**config.mk**
```make
export PLATFORM = sky130hd
export DESIGN_NAME = epoch_seconds_to_calendar_flat
export DESIGN_NICKNAME = d
export VERILOG_FILES = /design/src/design/esc_pkg.sv /design/src/design/esc_seconds_if.sv /design/src/design/esc_calendar_if.sv /design/src/design/esc_serdiv.sv /design/src/design/epoch_seconds_to_calendar.sv /design/src/flat_wrapper.sv
export VERILOG_INCLUDE_DIRS = /design/src /design/src/design
export SDC_FILE = /design/constraint.sdc
export NUM_CORES = 1
export LEC_CHECK = 0
export ABC_AREA = 1
export BUFFER_PORTS_ARGS = -buffer_cell sky130_fd_sc_hd__clkbuf_2
export CAP_MARGIN = 15
export CORE_ASPECT_RATIO = 1.1
export CORE_UTILIZATION = 56
export DETAILED_ROUTE_END_ITERATION = 10
export GPL_ROUTABILITY_DRIVEN = 1
export PLACE_DENSITY = 0.78
export SLEW_MARGIN = 20
export SYNTH_ARGS = -nofsm -noshare
export SYNTH_HDL_FRONTEND = slang
export SYNTH_SLANG_ARGS = --single-unit
```
**constraint.sdc**
```tcl
create_clock -name clk -period 3.7 [get_ports clk]
set_clock_uncertainty 0.15 [all_clocks]
set_input_delay 0.555 -clock clk [delete_from_list [all_inputs] [get_ports clk]]
set_output_delay 0.555 -clock clk [all_outputs]
set_load 0.03 [all_outputs]
```
**src/design/epoch_seconds_to_calendar_assert.svh**
```systemverilog
// Assertion macros shared by the design files.
`ifndef EPOCH_SECONDS_TO_CALENDAR_ASSERT_SVH
`define EPOCH_SECONDS_TO_CALENDAR_ASSERT_SVH
`ifndef SYNTH
`define ESC_ASSERT_IMPL(label, ante, cons, msg) \
  label: assert property (@(posedge clk) disable iff (rst) (ante) |-> (cons)) \
    else $error(msg);
`define ESC_ASSERT_NEXT(label, ante, cons, msg) \
  label: assert property (@(posedge clk) disable iff (rst) (ante) |=> (cons)) \
    else $error(msg);
`else
`define ESC_ASSERT_IMPL(label, ante, cons, msg)
`define ESC_ASSERT_NEXT(label, ante, cons, msg)
`endif
`endif

```
**src/design/esc_pkg.sv**
```systemverilog
`timescale 1ns / 1ps
package esc_pkg;

  localparam int SECONDS_WIDTH_DEF = 40;

  // The rebased count is kept non-negative by adding one 400-year cycle of seconds
  // and taking away the seconds from 1970-01-01 to 2000-03-01.
  localparam logic [63:0] REBASE_OFFSET = 64'd11670912000;
  localparam int ERA_BITS = 33;
  localparam int ERA_DW = 34;
  localparam logic [ERA_DW-1:0] SECS_PER_ERA = 34'd12622780800;

  localparam logic [16:0] SECS_PER_DAY = 17'd86400;
  localparam logic [17:0] DAYS_400Y = 18'd146097;
  localparam logic [15:0] DAYS_100Y = 16'd36524;
  localparam logic [15:0] DAYS_4Y = 16'd1461;
  localparam logic [15:0] DAYS_1Y = 16'd365;
  localparam logic [11:0] SECS_PER_HOUR = 12'd3600;
  localparam logic [11:0] SECS_PER_MIN = 12'd60;

  localparam logic [4:0] CENT_CLAMP = 5'd4;
  localparam logic [4:0] QUAD_CLAMP = 5'd25;
  localparam logic [4:0] YRS_CLAMP = 5'd4;
  localparam logic [3:0] LAST_MONTH = 4'd11;
  localparam logic [3:0] MONTHS = 4'd12;
  localparam logic [3:0] MARCH_INDEX = 4'd2;
  localparam logic [9:0] JAN_FEB_DAYS = 10'd59;
  localparam logic [15:0] YEAR_BIAS = 16'd300;
  localparam logic [3:0] WEEK_DAYS = 4'd7;
  localparam logic [3:0] WEEKDAY_BIAS = 4'd3;

  typedef struct packed {
    logic busy;
    logic done;
    logic qbit;
  } div_stat_t;

  // Month lengths of a year that starts in March.
  function automatic logic [4:0] march_len(input logic [3:0] m);
    logic [4:0] len;
    case (m)
      4'd0: len = 5'd31;
      4'd1: len = 5'd30;
      4'd2: len = 5'd31;
      4'd3: len = 5'd30;
      4'd4: len = 5'd31;
      4'd5: len = 5'd31;
      4'd6: len = 5'd30;
      4'd7: len = 5'd31;
      4'd8: len = 5'd30;
      4'd9: len = 5'd31;
      4'd10: len = 5'd31;
      4'd11: len = 5'd29;
      default: len = 5'd31;
    endcase
    return len;
  endfunction

endpackage

```
**src/design/esc_seconds_if.sv**
```systemverilog
`timescale 1ns / 1ps
interface esc_seconds_if #(
  parameter int SECONDS_WIDTH = esc_pkg::SECONDS_WIDTH_DEF
);
  logic valid;
  logic ready;
  logic [SECONDS_WIDTH-1:0] epoch_seconds;

  modport source (output valid, output epoch_seconds, input ready);
  modport sink (input valid, input epoch_seconds, output ready);
endinterface

```
**src/design/esc_calendar_if.sv**
```systemverilog
`timescale 1ns / 1ps
interface esc_calendar_if;
  logic valid;
  logic ready;
  logic [15:0] year_since_1900;
  logic [3:0] month_index;
  logic [4:0] day_of_month;
  logic [2:0] weekday;
  logic [8:0] day_of_year;
  logic [4:0] hour_of_day;
  logic [5:0] minute_of_hour;
  logic [5:0] second_of_minute;

  modport source (
    output valid, output year_since_1900, output month_index, output day_of_month,
    output weekday, output day_of_year, output hour_of_day, output minute_of_hour,
    output second_of_minute, input ready
  );
  modport sink (
    input valid, input year_since_1900, input month_index, input day_of_month,
    input weekday, input day_of_year, input hour_of_day, input minute_of_hour,
    input second_of_minute, output ready
  );
endinterface

```
**src/design/esc_serdiv.sv**
```systemverilog
`timescale 1ns / 1ps
`include "epoch_seconds_to_calendar_assert.svh"
module esc_serdiv #(
  parameter int NW = 18,
  parameter int QW = 5,
  parameter int DW = 16
) (
  input  logic            clk,
  input  logic            rst,
  input  logic            start,
  input  logic [NW-1:0]   dividend,
  input  logic [DW-1:0]   divisor,
  output esc_pkg::div_stat_t stat,
  output logic [QW-1:0]   quotient,
  output logic [DW-1:0]   remainder
);
  import esc_pkg::*;

  localparam int CW = $clog2(QW + 1);

  logic [DW-1:0] rem;
  logic [QW-1:0] shreg;
  logic [DW-1:0] dvsr;
  logic [CW-1:0] cnt;
  logic          busy;
  logic          done;
  logic [DW:0]   trial;
  logic [DW:0]   diff;
  logic          qbit;

  // The dividend bits above the quotient field are known to be below the divisor,
  // so they load straight into the partial remainder.
  always_comb begin
    trial = {rem, shreg[QW-1]};
    diff = trial - {1'b0, dvsr};
    qbit = ~diff[DW];
  end

  always_ff @(posedge clk) begin
    if (rst) begin
      busy <= 1'b0;
      done <= 1'b0;
      cnt <= '0;
    end else begin
      done <= 1'b0;
      if (start) begin
        busy <= 1'b1;
        cnt <= CW'(QW);
        rem <= DW'(dividend >> QW);
        shreg <= dividend[QW-1:0];
        dvsr <= divisor;
      end else if (busy) begin
        rem <= qbit ? diff[DW-1:0] : trial[DW-1:0];
        shreg <= QW'({shreg, qbit});
        cnt <= cnt - CW'(1);
        if (cnt == CW'(1)) begin
          busy <= 1'b0;
          done <= 1'b1;
        end
      end
    end
  end

  assign stat.busy = busy;
  assign stat.done = done;
  assign stat.qbit = qbit;
  assign quotient = shreg;
  assign remainder = rem;

  `ESC_ASSERT_IMPL(a_start_idle, start, !busy, "divider restarted while busy")
  `ESC_ASSERT_IMPL(a_rem_bound, done, rem < dvsr, "remainder not below divisor")
  `ESC_ASSERT_NEXT(a_last_step, busy && cnt == CW'(1), done && !busy, "divider did not finish")
endmodule

```
**src/design/epoch_seconds_to_calendar.sv**
```systemverilog
`timescale 1ns / 1ps
// Converts a count of seconds since 1970-01-01 00:00:00 UTC into a Gregorian
// calendar date and time of day.
// The seconds channel carries one count per transaction; the calendar channel
// returns one date and time transaction for each count, in order.
// One count is worked on at a time. The count passes through four bit-serial
// restoring dividers: the 400-year cycle, the day, the century, 4-year and year
// split, and in parallel the hour and minute split. The month is then found by
// walking the month lengths one month per cycle.
// The time from acceptance of the count to the result being valid depends on
// SECONDS_WIDTH and on the month. The next count is accepted in the cycle after
// the previous result has been loaded.
// The result sits in an output register, so a new count is accepted and
// converted while the previous result still waits. If the receiver stalls, the
// finished conversion waits until the output register frees up.
// Reset returns the converter to idle and drops any pending result.
`include "epoch_seconds_to_calendar_assert.svh"
module epoch_seconds_to_calendar #(
  parameter int SECONDS_WIDTH = esc_pkg::SECONDS_WIDTH_DEF
) (
  input logic            clk,
  input logic            rst,
  esc_seconds_if.sink    seconds,
  esc_calendar_if.source calendar
);
  import esc_pkg::*;

  localparam int TW = ((SECONDS_WIDTH > ERA_BITS) ? SECONDS_WIDTH : ERA_BITS) + 1;
  localparam int QE = TW - ERA_BITS;
  localparam logic [TW-1:0] REBASE_TW = TW'(REBASE_OFFSET);
  localparam logic [TW-1:0] SECONDS_MASK = TW'({SECONDS_WIDTH{1'b1}});

  typedef enum logic [2:0] {
    S_IDLE, S_ERA, S_DAY, S_CENT, S_QUAD, S_YRS, S_MONTH, S_FINISH
  } state_t;

  typedef enum logic [1:0] {T_IDLE, T_HOUR, T_MIN, T_DONE} tstate_t;

  state_t  state;
  tstate_t t_state;

  div_stat_t era_stat, day_stat, date_stat, time_stat;
  logic [QE-1:0]     era_quot;
  logic [ERA_DW-1:0] era_rem;
  logic [17:0]       day_quot;
  logic [16:0]       day_rem;
  logic [4:0]        date_quot;
  logic [15:0]       date_rem;
  logic [5:0]        time_quot;
  logic [11:0]       time_rem;

  logic              era_start, day_start, date_start, time_start;
  logic [TW-1:0]     era_dividend;
  logic [17:0]       date_dividend;
  logic [15:0]       date_divisor;
  logic [16:0]       time_dividend;
  logic [11:0]       time_divisor;

  logic [15:0] era_q;
  logic [1:0]  cent;
  logic [4:0]  quad;
  logic [2:0]  wd_acc;
  logic [8:0]  rd_m;
  logic [3:0]  month_cnt;
  logic [8:0]  yday;
  logic [15:0] year_base;
  logic [4:0]  hour;
  logic [5:0]  minute;
  logic [5:0]  second;

  logic        out_valid;
  logic [15:0] out_year;
  logic [3:0]  out_month;
  logic [4:0]  out_mday;
  logic [2:0]  out_wday;
  logic [8:0]  out_yday;
  logic [4:0]  out_hour;
  logic [5:0]  out_minute;
  logic [5:0]  out_second;

  logic [1:0]  cent_c;
  logic [15:0] rd2;
  logic [4:0]  quad_c;
  logic [10:0] rd3;
  logic [1:0]  yrs_c;
  logic [8:0]  rd4;
  logic        leap;
  logic [9:0]  yday_raw;
  logic [9:0]  year_len;
  logic [15:0] year_calc;
  logic [3:0]  wd_step;
  logic [3:0]  wd_final;
  logic [3:0]  month_raw;
  logic [4:0]  mlen;
  logic        out_load;

  assign era_start = seconds.valid && (state == S_IDLE);
  assign era_dividend = (TW'(seconds.epoch_seconds) & SECONDS_MASK) + REBASE_TW;
  assign day_start = (state == S_ERA) && era_stat.done;
  assign date_start = ((state == S_DAY) && day_stat.done) ||
                      ((state == S_CENT || state == S_QUAD) && date_stat.done);
  assign time_start = ((state == S_DAY) && day_stat.done) ||
                      ((t_state == T_HOUR) && time_stat.done);

  always_comb begin
    cent_c = (date_quot == CENT_CLAMP) ? 2'd3 : date_quot[1:0];
    rd2 = (date_quot == CENT_CLAMP) ? date_rem + DAYS_100Y : date_rem;
    quad_c = (date_quot == QUAD_CLAMP) ? QUAD_CLAMP - 5'd1 : date_quot;
    rd3 = (date_quot == QUAD_CLAMP) ? 11'(date_rem + DAYS_4Y) : date_rem[10:0];
    yrs_c = (date_quot == YRS_CLAMP) ? 2'd3 : date_quot[1:0];
    rd4 = (date_quot == YRS_CLAMP) ? 9'(date_rem + DAYS_1Y) : date_rem[8:0];

    case (state)
      S_DAY: begin
        date_dividend = day_quot;
        date_divisor = DAYS_100Y;
      end
      S_CENT: begin
        date_dividend = 18'(rd2);
        date_divisor = DAYS_4Y;
      end
      S_QUAD: begin
        date_dividend = 18'(rd3);
        date_divisor = DAYS_1Y;
      end
      default: begin
        date_dividend = '0;
        date_divisor = DAYS_1Y;
      end
    endcase

    if (t_state == T_HOUR) begin
      time_dividend = 17'(time_rem);
      time_divisor = SECS_PER_MIN;
    end else begin
      time_dividend = day_rem;
      time_divisor = SECS_PER_HOUR;
    end

    leap = (yrs_c == 2'd0) && (quad != 5'd0 || cent == 2'd0);
    yday_raw = 10'(rd4) + JAN_FEB_DAYS + 10'(leap);
    year_len = 10'(DAYS_1Y) + 10'(leap);
    year_calc = (era_q << 8) + (era_q << 7) + (era_q << 4) + 16'(cent) * 16'd100 +
                (16'(quad) << 2) + 16'(yrs_c) - YEAR_BIAS;

    wd_step = {wd_acc, day_stat.qbit};
    wd_final = {1'b0, wd_acc} + WEEKDAY_BIAS;
    month_raw = month_cnt + MARCH_INDEX;
    mlen = march_len(month_cnt);
    out_load = (state == S_FINISH) && (t_state == T_DONE) && (!out_valid || calendar.ready);
  end

  esc_serdiv #(.NW(TW), .QW(QE), .DW(ERA_DW)) u_era_div (
    .clk(clk), .rst(rst), .start(era_start), .dividend(era_dividend),
    .divisor(SECS_PER_ERA), .stat(era_stat), .quotient(era_quot), .remainder(era_rem)
  );

  esc_serdiv #(.NW(ERA_DW), .QW(18), .DW(17)) u_day_div (
    .clk(clk), .rst(rst), .start(day_start), .dividend(era_rem),
    .divisor(SECS_PER_DAY), .stat(day_stat), .quotient(day_quot), .remainder(day_rem)
  );

  esc_serdiv #(.NW(18), .QW(5), .DW(16)) u_date_div (
    .clk(clk), .rst(rst), .start(date_start), .dividend(date_dividend),
    .divisor(date_divisor), .stat(date_stat), .quotient(date_quot), .remainder(date_rem)
  );

  esc_serdiv #(.NW(17), .QW(6), .DW(12)) u_time_div (
    .clk(clk), .rst(rst), .start(time_start), .dividend(time_dividend),
    .divisor(time_divisor), .stat(time_stat), .quotient(time_quot), .remainder(time_rem)
  );

  always_ff @(posedge clk) begin
    if (rst) begin
      state <= S_IDLE;
      t_state <= T_IDLE;
      out_valid <= 1'b0;
    end else begin
      if (out_valid && calendar.ready) begin
        out_valid <= 1'b0;
      end

      case (state)
        S_IDLE: begin
          if (seconds.valid) begin
            state <= S_ERA;
            t_state <= T_IDLE;
          end
        end
        S_ERA: begin
          if (era_stat.done) begin
            era_q <= 16'(era_quot);
            wd_acc <= '0;
            state <= S_DAY;
          end
        end
        S_DAY: begin
          if (day_stat.busy) begin
            wd_acc <= (wd_step >= WEEK_DAYS) ? 3'(wd_step - WEEK_DAYS) : wd_step[2:0];
          end
          if (day_stat.done) begin
            t_state <= T_HOUR;
            state <= S_CENT;
          end
        end
        S_CENT: begin
          if (date_stat.done) begin
            cent <= cent_c;
            state <= S_QUAD;
          end
        end
        S_QUAD: begin
          if (date_stat.done) begin
            quad <= quad_c;
            state <= S_YRS;
          end
        end
        S_YRS: begin
          if (date_stat.done) begin
            rd_m <= rd4;
            month_cnt <= '0;
            year_base <= year_calc;
            yday <= (yday_raw >= year_len) ? 9'(yday_raw - year_len) : yday_raw[8:0];
            state <= S_MONTH;
          end
        end
        S_MONTH: begin
          if (month_cnt < LAST_MONTH && 9'(mlen) <= rd_m) begin
            rd_m <= rd_m - 9'(mlen);
            month_cnt <= month_cnt + 4'd1;
          end else begin
            state <= S_FINISH;
          end
        end
        S_FINISH: begin
          if (out_load) begin
            out_valid <= 1'b1;
            if (month_raw >= MONTHS) begin
              out_month <= month_raw - MONTHS;
              out_year <= year_base + 16'd1;
            end else begin
              out_month <= month_raw;
              out_year <= year_base;
            end
            out_mday <= 5'(rd_m) + 5'd1;
            out_wday <= (wd_final >= WEEK_DAYS) ? 3'(wd_final - WEEK_DAYS) : wd_final[2:0];
            out_yday <= yday;
            out_hour <= hour;
            out_minute <= minute;
            out_second <= second;
            state <= S_IDLE;
          end
        end
        default: begin
          state <= S_IDLE;
        end
      endcase

      case (t_state)
        T_HOUR: begin
          if (time_stat.done) begin
            hour <= time_quot[4:0];
            t_state <= T_MIN;
          end
        end
        T_MIN: begin
          if (time_stat.done) begin
            minute <= time_quot;
            second <= time_rem[5:0];
            t_state <= T_DONE;
          end
        end
        default: begin
        end
      endcase
    end
  end

  assign seconds.ready = (state == S_IDLE);
  assign calendar.valid = out_valid;
  assign calendar.year_since_1900 = out_year;
  assign calendar.month_index = out_month;
  assign calendar.day_of_month = out_mday;
  assign calendar.weekday = out_wday;
  assign calendar.day_of_year = out_yday;
  assign calendar.hour_of_day = out_hour;
  assign calendar.minute_of_hour = out_minute;
  assign calendar.second_of_minute = out_second;

  `ESC_ASSERT_IMPL(a_day_in_era, day_stat.done, day_quot < DAYS_400Y, "day count beyond era")
  `ESC_ASSERT_IMPL(a_cent_bound, (state == S_CENT) && date_stat.done, date_quot <= CENT_CLAMP, "century count too large")
  `ESC_ASSERT_IMPL(a_month_walk, state == S_FINISH, rd_m < 9'(march_len(month_cnt)), "day beyond month length")
endmodule
```
**src/flat_wrapper.sv**
```systemverilog
// flat-port wrapper written by rule: the top's interface ports become plain ports
module epoch_seconds_to_calendar_flat import esc_pkg::*;
#(
  parameter int SECONDS_WIDTH = esc_pkg::SECONDS_WIDTH_DEF
)
  (clk, rst, seconds_valid, seconds_epoch_seconds, seconds_ready, calendar_valid, calendar_year_since_1900, calendar_month_index, calendar_day_of_month, calendar_weekday, calendar_day_of_year, calendar_hour_of_day, calendar_minute_of_hour, calendar_second_of_minute, calendar_ready);
  esc_seconds_if #(.SECONDS_WIDTH(SECONDS_WIDTH)) seconds_i ();
  esc_calendar_if calendar_i ();
  input logic clk;
  input logic rst;
  input wire logic [$bits(seconds_i.valid)-1:0] seconds_valid;
  input wire logic [$bits(seconds_i.epoch_seconds)-1:0] seconds_epoch_seconds;
  output wire logic [$bits(seconds_i.ready)-1:0] seconds_ready;
  output wire logic [$bits(calendar_i.valid)-1:0] calendar_valid;
  output wire logic [$bits(calendar_i.year_since_1900)-1:0] calendar_year_since_1900;
  output wire logic [$bits(calendar_i.month_index)-1:0] calendar_month_index;
  output wire logic [$bits(calendar_i.day_of_month)-1:0] calendar_day_of_month;
  output wire logic [$bits(calendar_i.weekday)-1:0] calendar_weekday;
  output wire logic [$bits(calendar_i.day_of_year)-1:0] calendar_day_of_year;
  output wire logic [$bits(calendar_i.hour_of_day)-1:0] calendar_hour_of_day;
  output wire logic [$bits(calendar_i.minute_of_hour)-1:0] calendar_minute_of_hour;
  output wire logic [$bits(calendar_i.second_of_minute)-1:0] calendar_second_of_minute;
  input wire logic [$bits(calendar_i.ready)-1:0] calendar_ready;
  assign seconds_i.valid = seconds_valid;
  assign seconds_i.epoch_seconds = seconds_epoch_seconds;
  assign seconds_ready = seconds_i.ready;
  assign calendar_valid = calendar_i.valid;
  assign calendar_year_since_1900 = calendar_i.year_since_1900;
  assign calendar_month_index = calendar_i.month_index;
  assign calendar_day_of_month = calendar_i.day_of_month;
  assign calendar_weekday = calendar_i.weekday;
  assign calendar_day_of_year = calendar_i.day_of_year;
  assign calendar_hour_of_day = calendar_i.hour_of_day;
  assign calendar_minute_of_hour = calendar_i.minute_of_hour;
  assign calendar_second_of_minute = calendar_i.second_of_minute;
  assign calendar_i.ready = calendar_ready;
  epoch_seconds_to_calendar #(.SECONDS_WIDTH(SECONDS_WIDTH)) u_core (.clk(clk), .rst(rst), .seconds(seconds_i), .calendar(calendar_i));
endmodule
```
==> impl_results.rst, run 1 <==
.. list-table::
   :header-rows: 1

   * - Metric
     - Value
   * - Result of the run
     - finished, final reports clean
   * - Cell types occupying the most area after synthesis
     - sky130_fd_sc_hd__edfxtp_1, sky130_fd_sc_hd__nand2_1, sky130_fd_sc_hd__ha_1
   * - WL final
     - 39800 um
   * - Capturing point of the worst reg2reg path
     - u_core.yday[1]
   * - Maximum frequency from static timing analysis
     - 281 MHz
   * - Number of setup violations in the final report
     - 0
   * - Post-synth top area cell
     - sky130_fd_sc_hd__edfxtp_1
   * - Area added between synthesis and finish
     - 12.4%
   * - Cell variety after synth
     - 57
   * - Sum of net half-perimeters after detailed placement
     - 29300 um
   * - Clock sink total
     - 282
   * - Final Max Slew Viols
     - 0
   * - Critical path launch point type
     - register
   * - Drt pass-1 iters
     - 6
   * - Num ports
     - 100
   * - Max_cap viols
     - 0
   * - Number of storage elements in the synthesis netlist
     - 282
   * - Filler instances
     - 2463
   * - Vias per inst
     - 5.52
   * - Iteration-0 DRC Markers
     - 1160
   * - Commonest non-fill, non-tap cell in the layout
     - sky130_fd_sc_hd__nand2_1
   * - Clock transition at path regs
     - 70 ps
   * - Peak supply drop
     - 402 uV
   * - Post-synthesis instance area
     - 0.0171 sq mm
   * - Max Fanout on Critical Path
     - 5
   * - Final instance area
     - 0.0193 sq mm
   * - Number of global-route vias before repair
     - 13502
   * - Worst EP arrival
     - 3710 ps
   * - Die area
     - 0.0313 sq mm
   * - Instance area after placement
     - 0.0182 sq mm
   * - RSZ-0062 raised after global routing
     - false
   * - Total DRC errors in the routed layout
     - 0
   * - Data required time at the worst endpoint
     - 3860 ps
   * - Number of instances in the synthesized netlist
     - 2020
   * - Multiplexer fraction of the synthesized cell area
     - 0.000657
   * - TritonCTS clock tree
     - yes
   * - Initial antenna violation count
     - 2
   * - Horiz. Die Dim
     - 169 um
   * - Max transition margin
     - 0.269
   * - Tmin final
     - 3560 ps
   * - Number of cell instances on the worst register-to-register path
     - 21
   * - Kind of path behind the tightest hold check
     - in2reg
   * - First-pass GRT wire length
     - 64800 um
   * - Area share of the leading cell type in the synthesized netlist
     - 0.440
   * - Core box area
     - 0.0298 sq mm
   * - Standard-cell rows
     - 66
   * - Gp weighted congestion
     - 0.945
   * - Final cycle utilization of the critical path
     - 0.961
   * - Number of buffers created by CTS
     - 29
   * - Sequential-to-total area share from yosys stat
     - 0.476
   * - Clock network latency to the later pin of the worst-skew pair
     - 560 ps
   * - PortBufs
     - 99
   * - Timing endpoint of the critical path
     - u_core.yday[1]
   * - Reg-to-reg critical path startpoint
     - u_core.cent[0]
   * - Buffer type at the clock tree root
     - sky130_fd_sc_hd__clkbuf_16
   * - Post-detailed-route count of antenna-violating nets
     - 0
   * - Share of synthesized cell area in full adder, half adder and majority cells
     - 0.0714
   * - Crit end category
     - register
   * - Number of endpoints with negative hold slack in the final report
     - 0
   * - Top flip-flop cell by instance count after synthesis
     - sky130_fd_sc_hd__edfxtp_1
   * - Most used cells in the layout excluding fill and tap cells
     - sky130_fd_sc_hd__nand2_1, sky130_fd_sc_hd__edfxtp_1, sky130_fd_sc_hd__inv_1
   * - Xor/xnor share of the synthesized area
     - 0.0408
   * - Measured slew at the worst slew-check pin
     - 1100 ps
   * - Simple-Gate Fraction of Synth Area
     - 0.230
   * - CP Launch Point
     - u_core.cent[0]
   * - Proportion of synthesized flip-flops having asynchronous set or reset
     - 0
   * - Cell Pwr Density
     - 435 mW/mm^2
   * - Share of post-route cells with drive strength above 1
     - 0.121
   * - Vias
     - 14149
   * - Post-layout net count
     - 2266
   * - Register-to-register setup slack
     - 140 ps
   * - Syn. warnings
     - 0
   * - Worst hold slack after final layout
     - 163 ps
   * - Dominant combinational cell family by area after synthesis
     - simple AND/OR/NAND/NOR gates
   * - Leakage power total
     - 8.13 nW
   * - Synth Area in Compound Gates
     - 0.111
   * - Routed len/inst
     - 15.5 um
   * - H-tree levels
     - 1
   * - Overall routing resource usage
     - 0.257
   * - Post-synthesis average cell area
     - 8.48 sq um
   * - Buffer depth of the longest clock path
     - 3
   * - Largest net degree at the start of global routing
     - 69
   * - Post-synth net total
     - 2154
   * - Chip Height
     - 185 um
   * - Type of the worst setup path
     - reg2reg
   * - Number of flops mapped to enable cells by yosys
     - 251
   * - Initial standard-cell utilization of the core
     - 0.575
   * - Overflow left after global routing
     - 0
   * - Sum of negative setup slack
     - 0 ps
cell type report:
cell class,count,area (sq um),share of cell area
tap,408,510,0.0265
sequential,282,8160,0.423
clock inverter,23,220,0.0114
antenna,2,5.00,0.000260
multi-input combinational,1427,7910,0.410
inverter,258,968,0.0503
timing repair buffer,134,762,0.0396
clock buffer,31,733,0.0381
report_power, final:
group	internal [mW]	switching, mW
Combinational	0.476	1.06
Clock	1.66	1.28
Sequential	3.74	0.161
cell families (layout without fill, tap and decap cells):
family,count (synthesis),in the layout
compound gates,344,344
xor+xnor,79,79
fa+ha+maj,90,90
buf+inv,311,446
flops,282,282
mux,1,1
other cells,0,2
simple gates,913,913
through the flow:
| step | setup WS, ps | total power, mW | std cells | utilization |
|---|---|---|---|---|
| 2_1_floorplan | 40.6 | 5.02 | 2020 | - |
| 3_3_place_gp | 65.9 | 5.42 | 2502 | 0.609 |
| 3_5_place_dp | -66.2 | 5.47 | 2502 | 0.609 |
| 4_1_cts | 41.0 | 8.41 | 2556 | 0.641 |
| 5_1_grt | 2.10 | 8.78 | 2563 | 0.646 |
| 6_report | 144 | 8.37 | 2565 | 0.646 |
what timing repair did:
item,in CTS,in global routing
hold buffers,0,0
setup buffers,0,7
pin swaps,0,8
gates resized for setup,2,19
setup endpoints to repair,8,10
endpoints found under the hold margin,0,0
critical path, cell delays in order (launching register included):
cell and delay, ps:
sky130_fd_sc_hd__edfxtp_1 380, sky130_fd_sc_hd__inv_2 70, sky130_fd_sc_hd__ha_1 190, sky130_fd_sc_hd__or4_4 490
sky130_fd_sc_hd__o311ai_4 290, sky130_fd_sc_hd__buf_6 150, sky130_fd_sc_hd__ha_4 130, sky130_fd_sc_hd__ha_4 120
sky130_fd_sc_hd__inv_2 40, sky130_fd_sc_hd__ha_4 260, sky130_fd_sc_hd__a21oi_2 40, sky130_fd_sc_hd__inv_1 60
sky130_fd_sc_hd__nand3_2 100, sky130_fd_sc_hd__nor2_4 160, sky130_fd_sc_hd__nor2_4 60, sky130_fd_sc_hd__nor2_4 140
sky130_fd_sc_hd__nand2_4 60, sky130_fd_sc_hd__nand2_4 90, sky130_fd_sc_hd__nand2_8 70, sky130_fd_sc_hd__buf_4 140
sky130_fd_sc_hd__nand4_1 60, sky130_fd_sc_hd__nand2_1 60
worst min path at each step:
stage / from / to / slack (ps) / cells after the start
detailed placement: u_core.minute[1] / u_core.calendar.minute_of_hour[1] / 250 / 0
floorplan: u_core.yday[0] / u_core.calendar.day_of_year[0] / 250 / 0
CTS: seconds_epoch_seconds[7] / u_core.u_era_div.quotient[7] / 140 / 3
global route: seconds_epoch_seconds[7] / u_core.u_era_div.quotient[7] / 150 / 3
global placement: u_core.second[4] / u_core.calendar.second_of_minute[4] / 250 / 0
finish: seconds_epoch_seconds[0] / u_core.u_era_div.quotient[0] / 160 / 3
cells in the mapped netlist, types with 8 or more instances:
cell type                    n
sky130_fd_sc_hd__nor3_1     22
sky130_fd_sc_hd__nand4_1    32
sky130_fd_sc_hd__dfxtp_1    31
sky130_fd_sc_hd__buf_2      11
sky130_fd_sc_hd__clkbuf_1   37
sky130_fd_sc_hd__edfxtp_1  251
sky130_fd_sc_hd__o21ai_0   166
sky130_fd_sc_hd__a31oi_1    22
sky130_fd_sc_hd__nand2_1   532
sky130_fd_sc_hd__o211ai_1   15
sky130_fd_sc_hd__fa_1       13
sky130_fd_sc_hd__xnor2_1    23
sky130_fd_sc_hd__nand2_2    12
sky130_fd_sc_hd__xor2_1     55
sky130_fd_sc_hd__inv_1     245
sky130_fd_sc_hd__inv_2       9
sky130_fd_sc_hd__ha_1       77
sky130_fd_sc_hd__nor2_1    153
sky130_fd_sc_hd__nand3_1   116
sky130_fd_sc_hd__nor4_1      8
sky130_fd_sc_hd__a21oi_1   102
layer usage:
metal  global-route usage  part of all wire  routed length (um)  vias up
met5                    0                 0                   0        -
met4                0.104             0.037                1460        0
met3               0.0301             0.064                2560      103
met2                0.449              0.48               19200      533
met1                0.325              0.42               16600     6474
li1                     -                 -                   -     7039
registers in the layout (all words and copies together), names as in the netlist, 12 cells and up:
name / cells
u_core.year_base: 16
u_core.u_day_div.quotient: 18
u_core.u_day_div.remainder: 17
u_core.u_date_div.remainder: 16
u_core.u_time_div.remainder: 12
u_core.u_era_div.remainder: 34
u_core.calendar.year_since_1900: 16
No activity file was read; power rests on OpenSTA's default activity.
==> run 2, diff against run 1 <==
--- a/config.mk
+++ b/config.mk
@@ -9,10 +9,11 @@
 export ABC_AREA = 1
 export BUFFER_PORTS_ARGS = -buffer_cell sky130_fd_sc_hd__clkbuf_2
 export CAP_MARGIN = 15
-export CORE_ASPECT_RATIO = 1.1
+export CORE_ASPECT_RATIO = 1.2
 export CORE_UTILIZATION = 56
 export DETAILED_ROUTE_END_ITERATION = 10
 export GPL_ROUTABILITY_DRIVEN = 1
+export GPL_TIMING_DRIVEN = 1
 export PLACE_DENSITY = 0.78
 export SLEW_MARGIN = 20
 export SYNTH_ARGS = -nofsm -noshare
==> run 2 against run 1 <==
  * Final area down 0.19%
  * Combinational power about the same
  * Global-route usage down 1.0 points
  * Die area about the same
  * Worst setup slack worse by 110 ps
  * Wire length down 0.68%
  * Register-to-register slack worse by 110 ps
  * Sequential cell count unchanged
  * Clock power about the same
  * Power down 0.13%
==> impl_results.rst, run 2 (same netlist as run 1, synthesis figures left out) <==
.. list-table::
   :header-rows: 1

   * - Metric
     - Value
   * - Clock transition at path regs
     - 70 ps
   * - Max stage delay cell, worst path
     - sky130_fd_sc_hd__or4_4
   * - Total area of sequential cells
     - 0.00816 sq mm
   * - Number of buffers inserted for hold repair after clock tree synthesis
     - 0
   * - Number of endpoints with negative hold slack in the final report
     - 0
   * - Cell repeated most along the worst path
     - sky130_fd_sc_hd__nor2_4
   * - Drt pass-1 iters
     - 6
   * - Area added between synthesis and finish
     - 12.2%
   * - Vias
     - 14171
   * - PortBufs
     - 99
   * - Critical path launch point type
     - register
   * - Data required time at the worst endpoint
     - 3850 ps
   * - Initial antenna violation count
     - 1
   * - Register-to-register setup slack
     - 30 ps
   * - Result of the run
     - finished, final reports clean
   * - Sum of internal, switching and leakage power
     - 8.36 mW
   * - Clock sink total
     - 282
   * - Post-detailed-route count of antenna-violating nets
     - 0
   * - Measured slew at the worst slew-check pin
     - 1020 ps
   * - Worst EP arrival
     - 3820 ps
   * - Leakage power total
     - 8.12 nW
   * - Final Max Slew Viols
     - 0
   * - Share of post-route cells with drive strength above 1
     - 0.121
   * - Buffer type at the clock tree root
     - sky130_fd_sc_hd__clkbuf_16
   * - Iteration-0 DRC Markers
     - 1082
   * - Cell Pwr Density
     - 435 mW/mm^2
   * - Vias per inst
     - 5.57
   * - Number of cell instances on the worst register-to-register path
     - 20
   * - Number of global-route vias before repair
     - 13376
   * - Clock network latency to the later pin of the worst-skew pair
     - 550 ps
   * - Routed len/inst
     - 15.6 um
   * - Flip-flop count of the largest register after layout
     - 34
   * - Number of setup violations in the final report
     - 0
   * - TritonCTS clock tree
     - yes
   * - Max_cap viols
     - 0
   * - Largest stage delay on the critical path
     - 490 ps
   * - Max Fanout on Critical Path
     - 6
   * - Overall routing resource usage
     - 0.247
   * - First-pass GRT wire length
     - 63200 um
   * - Initial standard-cell utilization of the core
     - 0.574
   * - Crit path cell chain
     - inv_2 > ha_2 > or4_4 > o311ai_4 > ha_2 > ha_4 > inv_2 > ha_1 > a21oi_1 > inv_1 > nand3_2 > nor2_4 > nor2_4 > nor2_4 > nand2_4 > nand2_4 > nand2_8 > buf_4 > nand4_1 > nand2_1
   * - Filler instances
     - 2427
   * - Most Used Layer, Global Route
     - met2
   * - Multi-input logic area
     - 0.00789 sq mm
   * - Most used cells in the layout excluding fill and tap cells
     - sky130_fd_sc_hd__nand2_1, sky130_fd_sc_hd__edfxtp_1, sky130_fd_sc_hd__inv_1
   * - H-tree levels
     - 1
   * - Maximum frequency from static timing analysis
     - 273 MHz
   * - Overflow left after global routing
     - 0
   * - Core box area
     - 0.0299 sq mm
   * - Tmin final
     - 3670 ps
   * - Global routing met1 resource utilization
     - 0.302
   * - Peak supply drop
     - 323 uV
   * - Horiz. Die Dim
     - 162 um
   * - Crit end category
     - register
   * - Kind of path behind the tightest hold check
     - in2reg
   * - Max transition margin
     - 0.319
   * - Met2 Use GR
     - 0.441
   * - Global-route met3 utilization
     - 0.0277
   * - Total DRC errors in the routed layout
     - 0
   * - Chip Height
     - 194 um
   * - Util after Layout
     - 0.644
   * - Sum of net half-perimeters after detailed placement
     - 28900 um
   * - Commonest non-fill, non-tap cell in the layout
     - sky130_fd_sc_hd__nand2_1
   * - Num ports
     - 100
   * - Post-layout net count
     - 2264
   * - Die area
     - 0.0313 sq mm
   * - Final cycle utilization of the critical path
     - 0.992
   * - Largest net degree at the start of global routing
     - 54
   * - WL final
     - 39600 um
   * - Standard-cell rows
     - 69
   * - Number of buffers created by CTS
     - 28
   * - Buffer depth of the longest clock path
     - 3
   * - Gp weighted congestion
     - 0.948
   * - Type of the worst setup path
     - reg2reg
   * - Hold Crit Depth
     - 3
==> run 2: cell count changes in the layout (fill, tap and decap cells not counted), sizes merged <==
cell      previous run  this run
inv                260       256
clkinvlp             3         4
clkinv              15        16
bufinv               3         4
diode                2         1
clkbuf             130       129
buf                 35        34
==> run 2: area by class of cell <==
class	instances	share of cell area
well taps	390	0.0254
repair buffers	133	0.0397
inverters	258	0.0504
diodes	1	0.000130
clock buffers	30	0.0368
clock inverters	22	0.0129
flip-flops and latches	282	0.424
multi-input cells	1427	0.410
==> run 2: routing by layer <==
metal	part of all wire	wire (um)
met5	0	0
met4	0.037	1480
met3	0.060	2390
met2	0.49	19600
met1	0.41	16100
==> run 2: worst paths after layout <==
path,start,endpoint
max reg2reg,u_core.cent[0],u_core.yday[1]
min reg2reg,u_core.minute[0],u_core.calendar.minute_of_hour[0]
min,seconds_epoch_seconds[0],u_core.u_era_div.quotient[0]
max,u_core.cent[0],u_core.yday[1]
==> run 2: critical path: cells and delay by family (launching register included) <==
family / cells / cell delay [ps]
adders and majority gates: 4 / 830
buffers and inverters: 4 / 330
DFF: 1 / 400
and+or+nand+nor: 10 / 1350
AOI/OAI and AO/OA: 2 / 320
==> run 2: power by group <==
group	internal, mW	switching [mW]	leakage (nW)
Sequential	3.74	0.161	2.52
Clock	1.69	1.25	0.462
Combinational	0.470	1.06	5.13
Total	5.89	2.47	8.12
==> run 2: what timing repair did <==
| item | in CTS | in global routing |
|---|---|---|
| resized for setup | 5 | 17 |
| cloned | 0 | 0 |
| setup endpoints to repair | 8 | 10 |
| setup buffers | 3 | 7 |
| pin swaps | 2 | 5 |
==> run 2: through the flow <==
stage / area (sq um) / std cells / TNS, ps / hold WS [ps] / setup slack [ps]
CTS: 19100 / 2535 / -0.521 / 155 / -0.521
detailed placement: 18100 / 2480 / -504 / 255 / -80.7
global placement: 18100 / 2480 / 0 / 251 / 49.5
global route: 19200 / 2542 / -255 / 163 / -63.0
finish: 19200 / 2543 / 0 / 160 / 31.0
floorplan: 17100 / 2020 / 0 / 250 / 40.6
==> run 3, diff against run 2 <==
--- a/config.mk
+++ b/config.mk
@@ -10,12 +10,14 @@
 export BUFFER_PORTS_ARGS = -buffer_cell sky130_fd_sc_hd__clkbuf_2
 export CAP_MARGIN = 15
 export CORE_ASPECT_RATIO = 1.2
-export CORE_UTILIZATION = 56
+export CORE_UTILIZATION = 40
 export DETAILED_ROUTE_END_ITERATION = 10
 export GPL_ROUTABILITY_DRIVEN = 1
 export GPL_TIMING_DRIVEN = 1
-export PLACE_DENSITY = 0.78
+export PLACE_DENSITY = 0.59
+export RECOVER_POWER = 25
 export SLEW_MARGIN = 20
 export SYNTH_ARGS = -nofsm -noshare
 export SYNTH_HDL_FRONTEND = slang
 export SYNTH_SLANG_ARGS = --single-unit
+export TNS_END_PERCENT = 30
==> run 3 against run 2 <==
  * Power up 1.9%
  * Clock power up 4%
  * Count of clock-buffer cells in the layout up 11
  * Critical path depth up 1
  * Utilization down 18 points
  * First-iteration DRC count down 25%
  * Critical path type unchanged
  * Wire length up 1.7%
  * Critical endpoint is now u_core.yday[6]
  * Largest cell class unchanged
  * Sequential cell count unchanged
  * Worst setup slack better by 190 ps
==> impl_results.rst, run 3 (same netlist as run 1, synthesis figures left out) <==
.. list-table::
   :header-rows: 1

   * - Metric
     - Value
   * - Result of the run
     - finished, final reports clean
   * - Share of post-route cells with drive strength above 1
     - 0.118
   * - Number of global-route vias before repair
     - 13438
   * - Combinational power share
     - 0.183
   * - Vias per inst
     - 5.09
   * - Critical path launch point type
     - register
   * - Die area
     - 0.0437 sq mm
   * - Clock network fraction of total power
     - 0.360
   * - Measured slew at the worst slew-check pin
     - 998 ps
   * - First-pass GRT wire length
     - 66200 um
   * - Chip Height
     - 229 um
   * - H-tree levels
     - 1
   * - Worst EP arrival
     - 3660 ps
   * - Clock sink total
     - 282
   * - Initial antenna violation count
     - 0
   * - TritonCTS clock tree
     - yes
   * - Area added between synthesis and finish
     - 13.8%
   * - Drt pass-1 iters
     - 5
   * - Largest net degree at the start of global routing
     - 69
   * - PortBufs
     - 99
   * - Power share of the sequential group
     - 0.458
   * - Max Fanout on Critical Path
     - 9
   * - WL final
     - 40200 um
   * - Type of the worst setup path
     - reg2reg
   * - Flip-flop count of the largest register after layout
     - 34
   * - Post-layout net count
     - 2270
   * - Final Max Slew Viols
     - 0
   * - Diodes inserted
     - 0
   * - Cell Pwr Density
     - 437 mW/mm^2
   * - Maximum frequency from static timing analysis
     - 287 MHz
   * - Crit end category
     - register
   * - Most used cells in the layout excluding fill and tap cells
     - sky130_fd_sc_hd__nand2_1, sky130_fd_sc_hd__edfxtp_1, sky130_fd_sc_hd__inv_1
   * - Max_cap viols
     - 0
   * - RSZ-0062 raised after global routing
     - false
   * - Final cycle utilization of the critical path
     - 0.941
   * - Total DRC errors in the routed layout
     - 0
   * - Clock transition at path regs
     - 60 ps
   * - Gp weighted congestion
     - 0.909
   * - Leakage power total
     - 8.15 nW
   * - Register-to-register setup slack
     - 220 ps
   * - Number of standard cells in the layout, taps in and fillers out
     - 2707
   * - Number of buffers created by CTS
     - 31
   * - Core box area
     - 0.0420 sq mm
   * - Clock network latency to the later pin of the worst-skew pair
     - 580 ps
   * - Number of endpoints with negative hold slack in the final report
     - 0
   * - Internal power
     - 6.00 mW
   * - Num ports
     - 100
   * - Overflow left after global routing
     - 0
   * - Sum of net half-perimeters after detailed placement
     - 30300 um
   * - Overall routing resource usage
     - 0.186
   * - Standard-cell rows
     - 82
   * - Initial standard-cell utilization of the core
     - 0.408
   * - Routed len/inst
     - 14.9 um
   * - Peak supply drop
     - 342 uV
   * - Placed Cells incl. Taps
     - 2647
   * - Horiz. Die Dim
     - 191 um
   * - Number of buffers inserted for hold repair after clock tree synthesis
     - 0
   * - Max transition margin
     - 0.331
   * - Buffer type at the clock tree root
     - sky130_fd_sc_hd__clkbuf_16
   * - Post-detailed-route count of antenna-violating nets
     - 0
   * - Commonest non-fill, non-tap cell in the layout
     - sky130_fd_sc_hd__nand2_1
   * - Tmin final
     - 3480 ps
   * - Iteration-0 DRC Markers
     - 808
   * - Number of setup violations in the final report
     - 0
   * - Sum of internal, switching and leakage power
     - 8.52 mW
   * - Kind of path behind the tightest hold check
     - in2reg
   * - Net switching component of the power
     - 2.52 mW
   * - Buffer depth of the longest clock path
     - 3
   * - Sw frac
     - 0.296
   * - Data required time at the worst endpoint
     - 3880 ps
   * - Vias
     - 13783
run 3: cell type report:
| type | instances | area [sq um] |
|---|---|---|
| clock buffers | 41 | 823 |
| well taps | 546 | 683 |
| clock inverters | 17 | 185 |
| inverters | 258 | 968 |
| flip-flops and latches | 282 | 8160 |
| multi-input cells | 1427 | 7890 |
| fillers | 4008 | 22500 |
| repair buffers | 136 | 786 |
run 3: routing by layer:
metal  wire length [um]  share of wire  vias up  GRT usage
li1                   -              -     7030          -
met1              18500           0.46     6359      0.245
met2              18900           0.47      312      0.315
met3               1490          0.037       82     0.0200
met4               1320          0.033        0     0.0668
met5                  0              0        -          0
run 3: worst paths after layout:
check                           depth (start not counted)                        endpoint                     start
worst max register to register                         21                  u_core.yday[6]            u_core.cent[0]
worst min register to register                          0  u_core.calendar.hour_of_day[4]            u_core.hour[4]
worst max-delay path                                   21                  u_core.yday[6]            u_core.cent[0]
worst min-delay path                                    3    u_core.u_era_div.quotient[4]  seconds_epoch_seconds[4]
run 3: through the flow:
stage / instance area (sq um) / worst slack, ps / hold WS [ps] / TNS (ps) / utilization
2_1_floorplan: 17100 / -169 / 250 / -9140 / -
3_3_place_gp: 18400 / 109 / 251 / 0 / 0.438
3_5_place_dp: 18400 / 56.4 / 257 / 0 / 0.438
4_1_cts: 19400 / 32.5 / 121 / 0 / 0.462
5_1_grt: 19500 / 3.58 / 138 / 0 / 0.464
6_report: 19500 / 220 / 143 / 0 / 0.464
run 3: power groups by stage:
stage                     Combinational [mW]  Sequential [mW]  Clock [mW]
after floorplan                         1.11             3.91           0
after global placement                  1.53             3.95           0
after detailed placement                1.55             3.96           0
after CTS                               1.56             3.89        3.14
after global routing                    1.79             3.92        3.25
final                                   1.56             3.90        3.06
run 3: repair_timing:
| item | in CTS | in global routing |
|---|---|---|
| endpoints found under the setup margin | 0 | 10 |
| setup buffers | 0 | 3 |
| gates resized for setup | 0 | 15 |
| endpoints found under the hold margin | 0 | 0 |
run 3: worst max-delay path, stage by stage, from the launching register on:
cell	delay [ps]
sky130_fd_sc_hd__edfxtp_1	360
sky130_fd_sc_hd__inv_1	70
sky130_fd_sc_hd__ha_1	210
sky130_fd_sc_hd__or4_4	480
sky130_fd_sc_hd__o311ai_2	260
sky130_fd_sc_hd__buf_4	160
sky130_fd_sc_hd__ha_4	130
sky130_fd_sc_hd__ha_4	190
sky130_fd_sc_hd__inv_2	70
sky130_fd_sc_hd__ha_4	190
sky130_fd_sc_hd__a21oi_2	120
sky130_fd_sc_hd__inv_1	50
sky130_fd_sc_hd__nand3_2	100
sky130_fd_sc_hd__nor2_4	60
sky130_fd_sc_hd__nor2_4	110
sky130_fd_sc_hd__nor2_4	70
sky130_fd_sc_hd__nand2_4	60
sky130_fd_sc_hd__nand2_4	70
sky130_fd_sc_hd__nand2_8	90
sky130_fd_sc_hd__nand3_4	110
sky130_fd_sc_hd__nand2_1	90
sky130_fd_sc_hd__nand2_1	40
